`src/hw/rtl/rmsos_pkg.sv`:
```
// Shared types and fixed constants for the RMS onset segmenter.
// Used by rmsos_root and rms_onset_segmenter_top; depends on nothing.
`default_nettype none

package rmsos_pkg;

    localparam int SAMPLE_W    = 16;
    localparam int RMS_W       = 16;
    localparam int MIN_SEG_W   = 20;
    localparam int FLOOR_W     = 15;
    localparam int CFG_DATA_W  = 20;
    localparam int CFG_IDX_W   = 1;
    localparam int SQ_W        = 32;
    localparam int ROOT_IN_W   = 32;
    localparam int ROOT_STEPS  = 16;
    localparam int SQRT_CNT_W  = 4;
    localparam int SREM_W      = 18;

    localparam logic [MIN_SEG_W-1:0] MIN_SEG_RESET = 20'd11025;
    localparam logic [FLOOR_W-1:0]   FLOOR_RESET   = 15'd328;
    localparam logic [MIN_SEG_W-1:0] SEG_MAX       = 20'hFFFFF;

    typedef enum logic [CFG_IDX_W-1:0] {
        CFG_MIN_SEG = 1'b0,
        CFG_FLOOR   = 1'b1
    } cfg_idx_t;

endpackage

`default_nettype wire

```
`src/hw/rtl/rmsos_root.sv`:
```
// Frame RMS unit: restoring divider (sum / n, one quotient bit a cycle)
// followed by a digit-by-digit square root (one result bit a cycle). Uses rmsos_pkg.
`default_nettype none

module rmsos_root #(
    parameter int SUM_W = 41,
    parameter int CNT_W = 11
) (
    input  wire logic                        clk,
    input  wire logic                        rst_n,
    input  wire logic                        start,
    input  wire logic [SUM_W-1:0]            sum,
    input  wire logic [CNT_W-1:0]            n,
    output logic                             done,
    output logic [rmsos_pkg::RMS_W-1:0]      rms
);

    localparam int DCNT_W = $clog2(SUM_W);

    typedef enum logic [2:0] {
        R_IDLE = 3'b001,
        R_DIV  = 3'b010,
        R_SQRT = 3'b100
    } rstate_t;

    rstate_t                              state_reg;
    logic [DCNT_W-1:0]                    dcnt_reg;
    logic [rmsos_pkg::SQRT_CNT_W-1:0]     scnt_reg;
    logic                                 done_reg;
    logic [SUM_W-1:0]                     quo_reg;
    logic [CNT_W-1:0]                     rem_reg;
    logic [CNT_W-1:0]                     n_reg;
    logic [rmsos_pkg::ROOT_IN_W-1:0]      v_reg;
    logic [rmsos_pkg::SREM_W-1:0]         srem_reg;
    logic [rmsos_pkg::RMS_W-1:0]          root_reg;

    logic [CNT_W:0]                       trial;
    logic [CNT_W:0]                       trial_diff;
    logic                                 div_ge;
    logic [SUM_W-1:0]                     quo_step;
    logic [CNT_W-1:0]                     rem_step;
    logic [rmsos_pkg::SREM_W-1:0]         srem_sh;
    logic [rmsos_pkg::SREM_W-1:0]         strial;
    logic                                 sq_ge;

    always_comb
    begin
        trial      = {rem_reg, quo_reg[SUM_W-1]};
        trial_diff = trial - {1'b0, n_reg};
        div_ge     = (trial >= {1'b0, n_reg});
        quo_step   = {quo_reg[SUM_W-2:0], div_ge};
        rem_step   = div_ge ? trial_diff[CNT_W-1:0] : trial[CNT_W-1:0];
        srem_sh    = {srem_reg[rmsos_pkg::SREM_W-3:0],
                      v_reg[rmsos_pkg::ROOT_IN_W-1 -: 2]};
        strial     = {root_reg, 2'b01};
        sq_ge      = (srem_sh >= strial);
    end

    // control
    always_ff @(posedge clk or negedge rst_n)
    begin
        if (!rst_n)
        begin
            state_reg <= R_IDLE;
            dcnt_reg  <= '0;
            scnt_reg  <= '0;
            done_reg  <= 1'b0;
        end
        else
        begin
            done_reg <= 1'b0;
            case (state_reg)
                R_IDLE:
                begin
                    if (start)
                    begin
                        state_reg <= R_DIV;
                        dcnt_reg  <= DCNT_W'(SUM_W - 1);
                    end
                end
                R_DIV:
                begin
                    if (dcnt_reg == '0)
                    begin
                        state_reg <= R_SQRT;
                        scnt_reg  <= rmsos_pkg::SQRT_CNT_W'(rmsos_pkg::ROOT_STEPS - 1);
                    end
                    else
                    begin
                        dcnt_reg <= dcnt_reg - 1'b1;
                    end
                end
                R_SQRT:
                begin
                    if (scnt_reg == '0)
                    begin
                        state_reg <= R_IDLE;
                        done_reg  <= 1'b1;
                    end
                    else
                    begin
                        scnt_reg <= scnt_reg - 1'b1;
                    end
                end
                default:
                begin
                    state_reg <= R_IDLE;
                end
            endcase
        end
    end

    // datapath
    always_ff @(posedge clk)
    begin
        case (state_reg)
            R_IDLE:
            begin
                if (start)
                begin
                    quo_reg <= sum;
                    rem_reg <= '0;
                    n_reg   <= n;
                end
            end
            R_DIV:
            begin
                quo_reg <= quo_step;
                rem_reg <= rem_step;
                if (dcnt_reg == '0)
                begin
                    // quotient never exceeds 2^30, so the low bits carry it all
                    v_reg    <= rmsos_pkg::ROOT_IN_W'(quo_step);
                    srem_reg <= '0;
                    root_reg <= '0;
                end
            end
            R_SQRT:
            begin
                v_reg    <= {v_reg[rmsos_pkg::ROOT_IN_W-3:0], 2'b00};
                srem_reg <= sq_ge ? (srem_sh - strial) : srem_sh;
                root_reg <= {root_reg[rmsos_pkg::RMS_W-2:0], sq_ge};
            end
            default:
            begin
                quo_reg <= quo_reg;
            end
        endcase
    end

    assign done = done_reg;
    assign rms  = root_reg;

endmodule

`default_nettype wire

```
`src/hw/rtl/rmsos_mul.sv`:
```
// Shift-add multiplier, one multiplier bit a cycle, shared by the history statistics.
// Standalone; no package use.
`default_nettype none

module rmsos_mul #(
    parameter int MC_W = 37,
    parameter int ML_W = 22
) (
    input  wire logic                    clk,
    input  wire logic                    rst_n,
    input  wire logic                    start,
    input  wire logic [MC_W-1:0]         mcand,
    input  wire logic [ML_W-1:0]         mplier,
    output logic                         done,
    output logic [MC_W+ML_W-1:0]         product
);

    localparam int P_W   = MC_W + ML_W;
    localparam int CNT_W = $clog2(ML_W);

    logic                busy_reg;
    logic                done_reg;
    logic [CNT_W-1:0]    cnt_reg;
    logic [P_W-1:0]      acc_reg;
    logic [P_W-1:0]      mc_reg;
    logic [ML_W-1:0]     ml_reg;

    always_ff @(posedge clk or negedge rst_n)
    begin
        if (!rst_n)
        begin
            busy_reg <= 1'b0;
            done_reg <= 1'b0;
            cnt_reg  <= '0;
        end
        else
        begin
            done_reg <= 1'b0;
            if (start)
            begin
                busy_reg <= 1'b1;
                cnt_reg  <= CNT_W'(ML_W - 1);
            end
            else if (busy_reg)
            begin
                if (cnt_reg == '0)
                begin
                    busy_reg <= 1'b0;
                    done_reg <= 1'b1;
                end
                else
                begin
                    cnt_reg <= cnt_reg - 1'b1;
                end
            end
        end
    end

    always_ff @(posedge clk)
    begin
        if (start)
        begin
            acc_reg <= '0;
            mc_reg  <= P_W'(mcand);
            ml_reg  <= mplier;
        end
        else if (busy_reg)
        begin
            if (ml_reg[0])
            begin
                acc_reg <= acc_reg + mc_reg;
            end
            mc_reg <= {mc_reg[P_W-2:0], 1'b0};
            ml_reg <= {1'b0, ml_reg[ML_W-1:1]};
        end
    end

    assign done    = done_reg;
    assign product = acc_reg;

endmodule

`default_nettype wire

```
`src/hw/rtl/rms_onset_segmenter_top.sv`:
```
// RMS onset segmenter top level: sample accumulation, history memory, statistics.
// Depends on rmsos_pkg, rmsos_root and rmsos_mul.
//
// Each accepted sample is captured, squared and accumulated; in_stall is high while
// it is squared and accumulated. A sample that ends a frame then holds the input for
// the frame computation: SUM_W division steps (SUM_W = clog2(MAX_FRAME+1) + 30), 16
// square root steps, three passes of the shift-add multiplier of T_W =
// clog2(HISTORY_DEPTH) + 16 steps each, and the control and history update states.
// One result (onset, frame_rms) is given per frame end and held in an output
// register; the block waits for it to be taken only if a new frame result is
// ready before the old one leaves. The RMS history sits in a single-port
// synchronous memory with per-entry valid bits, so no clearing pass is needed
// after reset. Configuration writes are always accepted.
`default_nettype none

module rms_onset_segmenter_top #(
    parameter int HISTORY_DEPTH = 64,
    parameter int MAX_FRAME     = 1024
) (
    input  wire logic                                    clk,
    input  wire logic                                    rst_n,
    input  wire logic                                    in_valid,
    output logic                                         in_stall,
    input  wire logic signed [rmsos_pkg::SAMPLE_W-1:0]   sample,
    input  wire logic                                    last_in_frame,
    output logic                                         out_valid,
    input  wire logic                                    out_stall,
    output logic                                         onset,
    output logic [rmsos_pkg::RMS_W-1:0]                  frame_rms,
    input  wire logic                                    cfg_valid,
    output logic                                         cfg_ready,
    input  wire logic [rmsos_pkg::CFG_IDX_W-1:0]         cfg_index,
    input  wire logic [rmsos_pkg::CFG_DATA_W-1:0]        cfg_data
);

    localparam int CNT_W = $clog2(MAX_FRAME + 1);
    localparam int SUM_W = CNT_W + 30;
    localparam int PTR_W = $clog2(HISTORY_DEPTH);
    localparam int T_W   = PTR_W + 16;
    localparam int Q_W   = PTR_W + 31;
    localparam int P_W   = Q_W + T_W;
    localparam int V_W   = P_W + 2;
    localparam int RMS_W = rmsos_pkg::RMS_W;

    typedef enum logic [11:0] {
        S_IDLE = 12'b0000_0000_0001,
        S_SQ   = 12'b0000_0000_0010,
        S_ACC  = 12'b0000_0000_0100,
        S_ROOT = 12'b0000_0000_1000,
        S_STAT = 12'b0000_0001_0000,
        S_MDQ  = 12'b0000_0010_0000,
        S_MTT  = 12'b0000_0100_0000,
        S_MAA  = 12'b0000_1000_0000,
        S_OSQ  = 12'b0001_0000_0000,
        S_RSQ  = 12'b0010_0000_0000,
        S_UPD  = 12'b0100_0000_0000,
        S_OUT  = 12'b1000_0000_0000
    } state_t;

    // configuration
    logic [rmsos_pkg::MIN_SEG_W-1:0]  min_seg_reg;
    logic [rmsos_pkg::FLOOR_W-1:0]    floor_reg;

    // control state
    state_t                  state_reg;
    state_t                  state_next;
    logic [CNT_W-1:0]        frame_count_reg;
    logic [SUM_W-1:0]        square_sum_reg;
    logic [PTR_W-1:0]        ptr_reg;
    logic [T_W-1:0]          t_reg;
    logic [Q_W-1:0]          q_reg;
    logic [rmsos_pkg::MIN_SEG_W-1:0] seg_reg;
    logic [HISTORY_DEPTH-1:0] hvalid_reg;
    logic                    out_valid_reg;

    // datapath
    logic [RMS_W-1:0]        mag_reg;
    logic                    last_reg;
    logic                    ok_reg;
    logic [rmsos_pkg::SQ_W-1:0] prod16_reg;
    logic [CNT_W-1:0]        n_reg;
    logic [RMS_W-1:0]        rms_reg;
    logic                    gt_reg;
    logic [T_W-1:0]          a_reg;
    logic [P_W-1:0]          dq_reg;
    logic [V_W-1:0]          var4_reg;
    logic                    onset_reg;
    logic                    onset_out_reg;
    logic [RMS_W-1:0]        rms_out_reg;

    // history memory
    logic [RMS_W-1:0]        hist_mem [HISTORY_DEPTH];
    logic [RMS_W-1:0]        rd_data_reg;
    logic                    rd_valid_reg;

    logic                    in_accept;
    logic                    out_take;
    logic [RMS_W-1:0]        mag;
    logic [SUM_W-1:0]        sum_upd;
    logic [CNT_W-1:0]        cnt_upd;
    logic [RMS_W-1:0]        old_rms;
    logic [RMS_W-1:0]        sq_op;
    logic [T_W-1:0]          d_rms;
    logic [rmsos_pkg::MIN_SEG_W-1:0] seg_base;
    logic [rmsos_pkg::MIN_SEG_W:0]   seg_sum;
    logic                    hist_rd;
    logic                    hist_wr;

    logic                    root_start;
    logic                    root_done;
    logic [RMS_W-1:0]        root_rms;
    logic                    mul_start;
    logic [Q_W-1:0]          mul_mcand;
    logic [T_W-1:0]          mul_mplier;
    logic                    mul_done;
    logic [P_W-1:0]          mul_product;

    assign in_stall  = (state_reg != S_IDLE);
    assign in_accept = in_valid && !in_stall;
    assign out_take  = out_valid_reg && !out_stall;
    assign cfg_ready = 1'b1;

    always_comb
    begin
        mag      = sample[rmsos_pkg::SAMPLE_W-1] ? (~sample + 16'd1) : sample;
        sum_upd  = square_sum_reg + (ok_reg ? SUM_W'(prod16_reg) : SUM_W'(0));
        cnt_upd  = frame_count_reg + (ok_reg ? CNT_W'(1) : CNT_W'(0));
        old_rms  = rd_valid_reg ? rd_data_reg : '0;
        d_rms    = T_W'(rms_reg) * T_W'(HISTORY_DEPTH);
        seg_base = onset_reg ? '0 : seg_reg;
        seg_sum  = {1'b0, seg_base} + (rmsos_pkg::MIN_SEG_W + 1)'(n_reg);
        hist_rd  = (state_reg == S_ACC) && last_reg;
        hist_wr  = (state_reg == S_UPD);
        root_start = hist_rd;
        case (state_reg)
            S_OSQ:   sq_op = old_rms;
            S_RSQ:   sq_op = rms_reg;
            default: sq_op = mag_reg;
        endcase
    end

    // shared multiplier requests: D*Q, then T*T, then a*a
    always_comb
    begin
        mul_start  = 1'b0;
        mul_mcand  = q_reg;
        mul_mplier = T_W'(HISTORY_DEPTH);
        case (state_reg)
            S_STAT:
            begin
                mul_start = 1'b1;
            end
            S_MDQ:
            begin
                mul_start  = mul_done;
                mul_mcand  = Q_W'(t_reg);
                mul_mplier = t_reg;
            end
            S_MTT:
            begin
                mul_start  = mul_done;
                mul_mcand  = Q_W'(a_reg);
                mul_mplier = a_reg;
            end
            default:
            begin
                mul_start = 1'b0;
            end
        endcase
    end

    always_comb
    begin
        state_next = state_reg;
        case (state_reg)
            S_IDLE: if (in_accept) state_next = S_SQ;
            S_SQ:   state_next = S_ACC;
            S_ACC:  state_next = last_reg ? S_ROOT : S_IDLE;
            S_ROOT: if (root_done) state_next = S_STAT;
            S_STAT: state_next = S_MDQ;
            S_MDQ:  if (mul_done) state_next = S_MTT;
            S_MTT:  if (mul_done) state_next = S_MAA;
            S_MAA:  if (mul_done) state_next = S_OSQ;
            S_OSQ:  state_next = S_RSQ;
            S_RSQ:  state_next = S_UPD;
            S_UPD:  state_next = S_OUT;
            S_OUT:  if (!out_valid_reg || !out_stall) state_next = S_IDLE;
            default: state_next = S_IDLE;
        endcase
    end

    always_ff @(posedge clk or negedge rst_n)
    begin
        if (!rst_n)
        begin
            min_seg_reg <= rmsos_pkg::MIN_SEG_RESET;
            floor_reg   <= rmsos_pkg::FLOOR_RESET;
        end
        else if (cfg_valid && cfg_ready)
        begin
            case (rmsos_pkg::cfg_idx_t'(cfg_index))
                rmsos_pkg::CFG_MIN_SEG: min_seg_reg <= cfg_data;
                rmsos_pkg::CFG_FLOOR:   floor_reg   <= cfg_data[rmsos_pkg::FLOOR_W-1:0];
                default:                floor_reg   <= floor_reg;
            endcase
        end
    end

    always_ff @(posedge clk or negedge rst_n)
    begin
        if (!rst_n)
        begin
            state_reg       <= S_IDLE;
            frame_count_reg <= '0;
            square_sum_reg  <= '0;
            ptr_reg         <= '0;
            t_reg           <= '0;
            q_reg           <= '0;
            seg_reg         <= '0;
            hvalid_reg      <= '0;
            out_valid_reg   <= 1'b0;
        end
        else
        begin
            state_reg <= state_next;
            if (state_reg == S_ACC)
            begin
                if (last_reg)
                begin
                    square_sum_reg  <= '0;
                    frame_count_reg <= '0;
                end
                else
                begin
                    square_sum_reg  <= sum_upd;
                    frame_count_reg <= cnt_upd;
                end
            end
            // drop the oldest square first, then add the new one in the update state
            if (state_reg == S_RSQ)
            begin
                q_reg <= q_reg - Q_W'(prod16_reg);
            end
            if (state_reg == S_UPD)
            begin
                q_reg   <= q_reg + Q_W'(prod16_reg);
                t_reg   <= t_reg - T_W'(old_rms) + T_W'(rms_reg);
                seg_reg <= (seg_sum > {1'b0, rmsos_pkg::SEG_MAX}) ?
                           rmsos_pkg::SEG_MAX : seg_sum[rmsos_pkg::MIN_SEG_W-1:0];
                hvalid_reg[ptr_reg] <= 1'b1;
                ptr_reg <= (ptr_reg == PTR_W'(HISTORY_DEPTH - 1)) ? '0 : ptr_reg + 1'b1;
            end
            if ((state_reg == S_OUT) && (!out_valid_reg || !out_stall))
            begin
                out_valid_reg <= 1'b1;
            end
            else if (out_take)
            begin
                out_valid_reg <= 1'b0;
            end
        end
    end

    always_ff @(posedge clk)
    begin
        if (in_accept)
        begin
            mag_reg  <= mag;
            last_reg <= last_in_frame;
            ok_reg   <= (frame_count_reg < CNT_W'(MAX_FRAME));
        end
        if ((state_reg == S_SQ) || (state_reg == S_OSQ) || (state_reg == S_RSQ))
        begin
            prod16_reg <= sq_op * sq_op;
        end
        if (hist_rd)
        begin
            n_reg <= cnt_upd;
        end
        if ((state_reg == S_ROOT) && root_done)
        begin
            rms_reg <= root_rms;
        end
        if (state_reg == S_STAT)
        begin
            gt_reg <= (d_rms > t_reg);
            a_reg  <= d_rms - t_reg;
        end
        if ((state_reg == S_MDQ) && mul_done)
        begin
            dq_reg <= mul_product;
        end
        if ((state_reg == S_MTT) && mul_done)
        begin
            var4_reg <= {dq_reg - mul_product, 2'b00};
        end
        if ((state_reg == S_MAA) && mul_done)
        begin
            onset_reg <= gt_reg && ({2'b00, mul_product} > var4_reg)
                         && (rms_reg > {1'b0, floor_reg}) && (seg_reg > min_seg_reg);
        end
        if ((state_reg == S_OUT) && (!out_valid_reg || !out_stall))
        begin
            onset_out_reg <= onset_reg;
            rms_out_reg   <= rms_reg;
        end
    end

    // history memory: read the slot being replaced at frame end, write the new frame RMS into it later
    always_ff @(posedge clk)
    begin
        if (hist_wr)
        begin
            hist_mem[ptr_reg] <= rms_reg;
        end
    end

    always_ff @(posedge clk)
    begin
        if (hist_rd)
        begin
            rd_data_reg  <= hist_mem[ptr_reg];
            rd_valid_reg <= hvalid_reg[ptr_reg];
        end
    end

    rmsos_root #(
        .SUM_W (SUM_W),
        .CNT_W (CNT_W)
    ) u_root (
        .clk   (clk),
        .rst_n (rst_n),
        .start (root_start),
        .sum   (sum_upd),
        .n     (cnt_upd),
        .done  (root_done),
        .rms   (root_rms)
    );

    rmsos_mul #(
        .MC_W (Q_W),
        .ML_W (T_W)
    ) u_mul (
        .clk     (clk),
        .rst_n   (rst_n),
        .start   (mul_start),
        .mcand   (mul_mcand),
        .mplier  (mul_mplier),
        .done    (mul_done),
        .product (mul_product)
    );

    assign out_valid = out_valid_reg;
    assign onset     = onset_out_reg;
    assign frame_rms = rms_out_reg;

    a_out_from_out_state: assert property (@(posedge clk) disable iff (!rst_n)
        $rose(out_valid_reg) |-> $past(state_reg == S_OUT))
        else $error("result shown outside the output state");

    a_frame_count_bound: assert property (@(posedge clk) disable iff (!rst_n)
        frame_count_reg <= CNT_W'(MAX_FRAME))
        else $error("frame count beyond the frame limit");

    a_mul_done_state: assert property (@(posedge clk) disable iff (!rst_n)
        mul_done |-> (state_reg == S_MDQ || state_reg == S_MTT || state_reg == S_MAA))
        else $error("multiplier finished outside a statistics state");

    a_root_done_state: assert property (@(posedge clk) disable iff (!rst_n)
        root_done |-> (state_reg == S_ROOT))
        else $error("root unit finished outside the root state");

    a_root_start_idle: assert property (@(posedge clk) disable iff (!rst_n)
        root_start |=> (state_reg == S_ROOT) && !mul_done)
        else $error("frame end did not hand over to the root unit");

endmodule

`default_nettype wire
```
`config.mk`:
```
export PLATFORM = sky130hd
export DESIGN_NAME = rms_onset_segmenter_top
export DESIGN_NICKNAME = d
export VERILOG_FILES = /design/src/hw/rtl/rmsos_pkg.sv /design/src/hw/rtl/rmsos_root.sv /design/src/hw/rtl/rmsos_mul.sv /design/src/hw/rtl/rms_onset_segmenter_top.sv
export SDC_FILE = /design/constraint.sdc
export NUM_CORES = 2
export LEC_CHECK = 0
export BUFFER_PORTS_ARGS = -buffer_cell sky130_fd_sc_hd__buf_2
export CORE_MARGIN = 1
export CORE_UTILIZATION = 30
export CTS_CLUSTER_SIZE = 40
export DETAILED_ROUTE_END_ITERATION = 7
export SYNTH_ARGS = -nofsm -noshare
export SYNTH_HDL_FRONTEND = slang
export SYNTH_SLANG_ARGS = --single-unit
```
`constraint.sdc`:
```
create_clock -name clk -period 22.6 [get_ports clk]
set_clock_uncertainty 0.15 [all_clocks]
set_input_delay 4.52 -clock clk [delete_from_list [all_inputs] [get_ports clk]]
set_output_delay 4.52 -clock clk [all_outputs]
set_load 0.01 [all_outputs]
```
==> Word level (Yosys, flattened, before mapping) <==
Memories as Yosys holds them, arrays and structs flattened. A register that Yosys moved wholly into a read port is not among the register bits.
Index checks and enable logic that the tools add are counted.
{ "word_totals": {"regBits": 774, "ramBits": 1024, "in_bits": 43, "wordCells": 210, "n_memories": 1} }
{ "memory_table": {"columns": ["name", "depth", "word_bits", "read_ports", "rd_clocked_by_memory_dff", "write_ports", "line_no", "source"], "rows": [
  ["hist_mem", 64, 16, 1, 1, 1, "rms_onset_segmenter_top.sv:92", "logic [RMS_W-1:0] hist_mem [HISTORY_DEPTH];"]
]} }
{ "op_classes": {"addsub": 17, "multipliers": 1, "n_lt_le_gt_ge": 10, "n_eq_ne": 29, "n_mux": 68, "bitwise_logic": 3, "n_reduce_logical": 38} }
{ "ops": {"columns": ["op", "count"], "rows": [
  ["37-bit two-way mux", 4],
  ["12-bit one-hot mux with 12 select lines", 1],
  ["16-bit one-hot mux with 2 select lines", 3],
  ["41-bit two-way mux", 2],
  ["41-bit one-hot mux with 2 select lines", 1],
  ["37-bit one-hot mux with 2 select lines", 1],
  ["12-bit two-way mux", 6],
  ["16-bit two-way mux", 4],
  ["32-bit two-way mux", 2],
  ["64-bit bitwise OR", 1],
  ["32-bit one-hot mux with 2 select lines", 1],
  ["59-bit by 61-bit greater-than comparator with 1-bit output", 1],
  ["59-bit adder", 1],
  ["59-bit subtractor", 1],
  ["22-bit two-way mux", 2],
  ["22-bit one-hot mux with 2 select lines", 1],
  ["41-bit by 32-bit adder with 41-bit output", 1],
  ["20-bit two-way mux", 2],
  ["37-bit by 32-bit adder with 37-bit output", 1],
  ["37-bit by 32-bit subtractor with 37-bit output", 1],
  ["11-bit two-way mux", 3],
  ["16-bit by 16-bit multiplier with 32-bit output", 1],
  ["22-bit by 16-bit adder with 22-bit output", 1],
  ["22-bit greater-than comparator", 1],
  ["other kinds (64)", 123]
]} }

==> Longest topological paths before layout <==
{ "depth": {"depth_word": 5, "mapped_depth": 38, "ltp_nobuf": 35} }

==> By module <==
From an unflattened synthesis, not the netlist that was laid out.
{ "unflattened": {"cells_unflattened": 7620, "hier_area_um2": 92009.5} }
{ "by_module_without_submodules": {"columns": ["mod", "instances", "cells_each", "area_per_inst_um2"], "rows": [
  ["rms_onset_segmenter_top", 1, 5921, 75621.3],
  ["rmsos_mul", 1, 980, 9125.0],
  ["rmsos_root", 1, 719, 7263.2]
]} }

==> Least setup slack after synthesis <==
OpenSTA, ideal clock, no wires.
{ "synth_timing": {"kind": "register to register", "startpoint": "register state_reg[6]", "endpoint": "register prod16_reg[30] in the netlist's numbering, data pin", "setup_ns": 0.258, "arrival_time_ns": 8.050, "setup_slack_ns": 14.142, "path_stages_with_launch": 36, "path_cell_list": "dfrtp_1 > clkbuf_2 > nor4_4 > nand2_1 > or3_1 > or3_1 > nor3b_4 > nor2_2 > buf_2 > nand2_1 > and2_1 > buf_2 > inv_2 > nand2_1 > inv_1 > fa_1 > inv_1 > fa_1 > inv_1 > fa_1 > inv_1 > fa_1 > inv_1 > fa_1 > inv_1 > fa_1 > inv_1 > ha_1 > a21o_1 > o41ai_2 > o211ai_1 > a2111oi_0 > o21ai_1 > a31o_2 > a21oi_1 > xnor2_1"} }
{ "synth_between": {"elab_chain_len": 3} }
{ "synth_lines": {"columns": ["element", "line_no", "source"], "rows": [
  ["start: declaration", "rms_onset_segmenter_top.sv:65", "state_t state_reg;"],
  ["start signal: assignment", "rms_onset_segmenter_top.sv:225", "state_reg <= state_next;"],
  ["12-bit by 10-bit == test with 1-bit output / 12-bit by 9-bit == test with 1-bit output (equally long branches)", "rms_onset_segmenter_top.sv:135", "case (state_reg)"],
  ["16-bit one-hot mux with 2 select lines *", "rms_onset_segmenter_top.sv:135", null],
  ["16-bit by 16-bit multiplier with 32-bit output *", "rms_onset_segmenter_top.sv:274", "prod16_reg <= sq_op * sq_op;"],
  ["end signal: assignment", "rms_onset_segmenter_top.sv:274", null],
  ["end: declaration", "rms_onset_segmenter_top.sv:80", "logic [rmsos_pkg::SQ_W-1:0] prod16_reg;"]
]} }
Every way passes the cells marked *; elsewhere a longest branch is shown, timed or not.
A chain may end at the register's enable or synchronous reset.

==> Worst setup path after layout <==
Same ends and word-level chain as after synthesis.

==> results_dict.tcl <==
set metrics [dict create \
    setup_viol 0 \
    cts.clk_slew.worst_paths_ns 0.06 \
    initial_core_util_pct 30.2 \
    yosysSeqAreaShare_pct 57.7 \
    grt_max_degree 126 \
    reg2reg_depth 31 \
    max_freq_mhz 95.8 \
    yosysUniqueCellTypes 98 \
    r2r-end "prod16_reg[30]" \
    maxCapViolCount 0 \
    viasPerCell 5.19 \
    post-route-drc-count 0 \
    clk_latency_ns 0.95 \
    die_w_um 551 \
    worst_hold_path_type "register to register" \
    grt_pass1_vias 60520 \
    critPathCaptureType "register" \
    synth_area_per_cell_um2 12.0 \
    drive_gt1_share_pct 9.13 \
    num-nets-final 8334 \
    dpl_cell_area_um2 96000 \
    gp_congestion 0.923 \
    cts_root_buf "clkbuf_16" \
    synth_top_flop_cell "edfxtp_1" \
    synth_top_cell_by_area "edfxtp_1" \
    drt.antenna.violating_nets 0 \
    status "finished, final reports clean" \
    worstSetupPathType "register to register" \
    min_period_over_period_pct 46.2 \
    ctsResizeCount 0 \
    tightest_slew_ns 1.29 \
    drt-total-wl_mm 254 \
    netlist_area_um2 90600 \
    clockBufferDepth 4 \
    core_um2 300000 \
    drt_iter0_drc 5194 \
    die_y_um 551 \
    cp_common_cell "inv_1" \
    overflow 0 \
    async_reset_ff_share_pct 14.9 \
    clock-sinks 1813 \
    dieArea_um2 304000 \
    largest_reg_flops 1024 \
    synth_top_area_share_pct 48.5 \
    htreeDepth 4 \
    syn_inst 7535 \
    worstPathArrival_ns 10.85 \
    r2r-start "state_reg[6]" \
    fp-row-count 201 \
    cts_tree "done" \
    stdcell_area_um2 103000 \
    area_growth_pct 13.5 \
    avgRoutedWirePerCell_um 21.6 \
    grt_use_total_pct 16.4 \
    path_max_fanout 17 \
    tns_ns 0 \
    cp-start-kind "register" \
    drt_first_pass_iters 6 \
    r2r_slack_ns 12.16 \
    postCtsHoldBufs 0 \
    synth_edf_count 1462 \
    hold-worst-slack_ns 0.306 \
    grt_pass1_wl_mm 382 \
    syn-num-nets 8224 \
    synth_seq_cells 1813 \
    min_to "rms_reg[2]" \
    finalHoldViolCount 0 \
    finalMaxSlewViolations 0 \
    powerDensity_nw_per_um2 140 \
    cp_slowest_stage_delay_ns 0.82 \
    post_cts_buffers 0 \
    worstHoldStart "u_root.rms[2]" \
    p_leak_nw 38.9 \
    synthTopCellsByArea "edfxtp_1 (48%), dfrtp_1 (7.2%), ha_1 (6.4%)" \
    required_ns 23.00 \
    fillers 29202 \
    antenna_found_initial 7 \
    relSlewSlack_pct 13.4 \
    rsz0062_at_grt "false" \
    ios 63 \
    min_period_ns 10.44 \
    min_path_cells 0 \
    numCtsBuffers 204 \
    num_vias 61083 \
    synth_warnings 0 \
    io_buffers 61 \
    slowest_stage "a2111oi_0" \
    hpwl_mm 166 \
    ir_drop_uv 427 \
]
## logic make-up after synthesis
logic type / synth area share, %
multiplexers: 0.811
other: 0.00414
flip-flops: 57.7
adder cells (fa/ha/maj): 10.5
buffers and inverters: 3.64
XOR/XNOR: 3.05
AND/OR/NAND/NOR: 9.98
AO/OA/AOI/OAI: 14.3
## worst max path at each step
| stage | from | to | cells after the start |
|---|---|---|---|
| final | state_reg[6] | prod16_reg[30] | 31 |
| after global routing | state_reg[6] | prod16_reg[30] | 31 |
| after CTS | state_reg[6] | prod16_reg[30] | 31 |
| after detailed placement | state_reg[6] | prod16_reg[30] | 31 |
| after global placement | state_reg[6] | prod16_reg[30] | 31 |
| after floorplan | state_reg[6] | prod16_reg[30] | 35 |
## worst max-delay path, delay by kind of cell (launching register included)
kind	cells	cell delay, ns
AOI/OAI and AO/OA	7	2.47
adders and majority gates	7	3.40
and+or+nand+nor	9	2.81
DFF	1	0.47
buffers and inverters	7	0.80
xor gates and xnor gates	1	0.09
## synthesized netlist by cell type, drive strengths merged, types with 11 or more instances
library cell / n
edfxtp: 1462
nand2: 718
inv: 542
nor2: 479
ha: 461
a21oi: 386
a22oi: 338
o21ai: 275
dfrtp: 259
clkbuf: 234
xnor2: 208
fa: 185
a31oi: 177
a22o: 145
a21o: 133
a221oi: 120
nand3: 111
xor2: 107
buf: 85
nor3: 84
dfxtp: 81
nand4: 74
or2: 72
and2: 70
nor2b: 64
nand2b: 58
and3: 54
mux2i: 43
nor4: 43
o21a: 43
o21bai: 42
a211oi: 35
o31ai: 35
or3: 34
mux2: 27
o211ai: 23
nor3b: 17
a32oi: 16
a211o: 15
or4: 15
a21boi: 13
nand3b: 13
dfstp: 11
## layout by cell type, fill, tap and decap left out, types with 42 or more instances in the layout
cell type and instances:
a21o_1 132, a21oi_1 383, a221oi_1 120, a22o_1 145
a22oi_1 338, a31oi_1 177, and2_1 66, and3_1 52
buf_2 60, buf_4 155, clkbuf_1 50, clkbuf_16 206
dfrtp_1 259, dfxtp_1 81, edfxtp_1 1462, fa_1 185
ha_1 461, inv_1 538, mux2i_1 43, nand2_1 714
nand2b_1 57, nand3_1 111, nand4_1 74, nor2_1 470
nor2b_1 63, nor3_1 82, o21a_1 43, o21ai_0 272
o21bai_1 42, or2_2 71, xnor2_1 208, xor2_1 107
## power by group
group          internal, W  switching (W)
Clock              0.00198        0.00138
Combinational      0.00289        0.00400
Sequential         0.00404       0.000140
Total              0.00891        0.00552
## through the flow
step | power [W] | setup WS, ns | util (%) | std cells
after floorplan | 0.00938 | 14.14 | - | 7535
after global placement | 0.0110 | 12.30 | 32.0 | 11397
after detailed placement | 0.0111 | 12.18 | 32.0 | 11397
after CTS | 0.0145 | 12.15 | 34.2 | 11771
after global routing | 0.0155 | 11.66 | 34.2 | 11772
final | 0.0144 | 12.16 | 34.2 | 11773
## metal layers
metal / up-vias / track usage, % / part of all wire (%)
met5: - / 0 / 0.0051
met4: 2 / 5.49 / 3.4
met3: 405 / 2.22 / 5.8
met2: 1853 / 27.6 / 47
met1: 30722 / 21.8 / 43
li1: 28101 / - / -
## final cells by class
class                      instances  area, um^2  share of cell area (%)
sequential                      1813       52300                    50.9
multi-input combinational       4859       35100                    34.2
clock buffer                     276        5620                    5.47
tap                             3958        4950                    4.82
inverter                         544        2040                    1.99
timing repair buffer             223        1620                    1.58
clock inverter                    98        1110                    1.08
antenna                            2        5.00                 0.00487
Power figures use the tool's default switching activity.
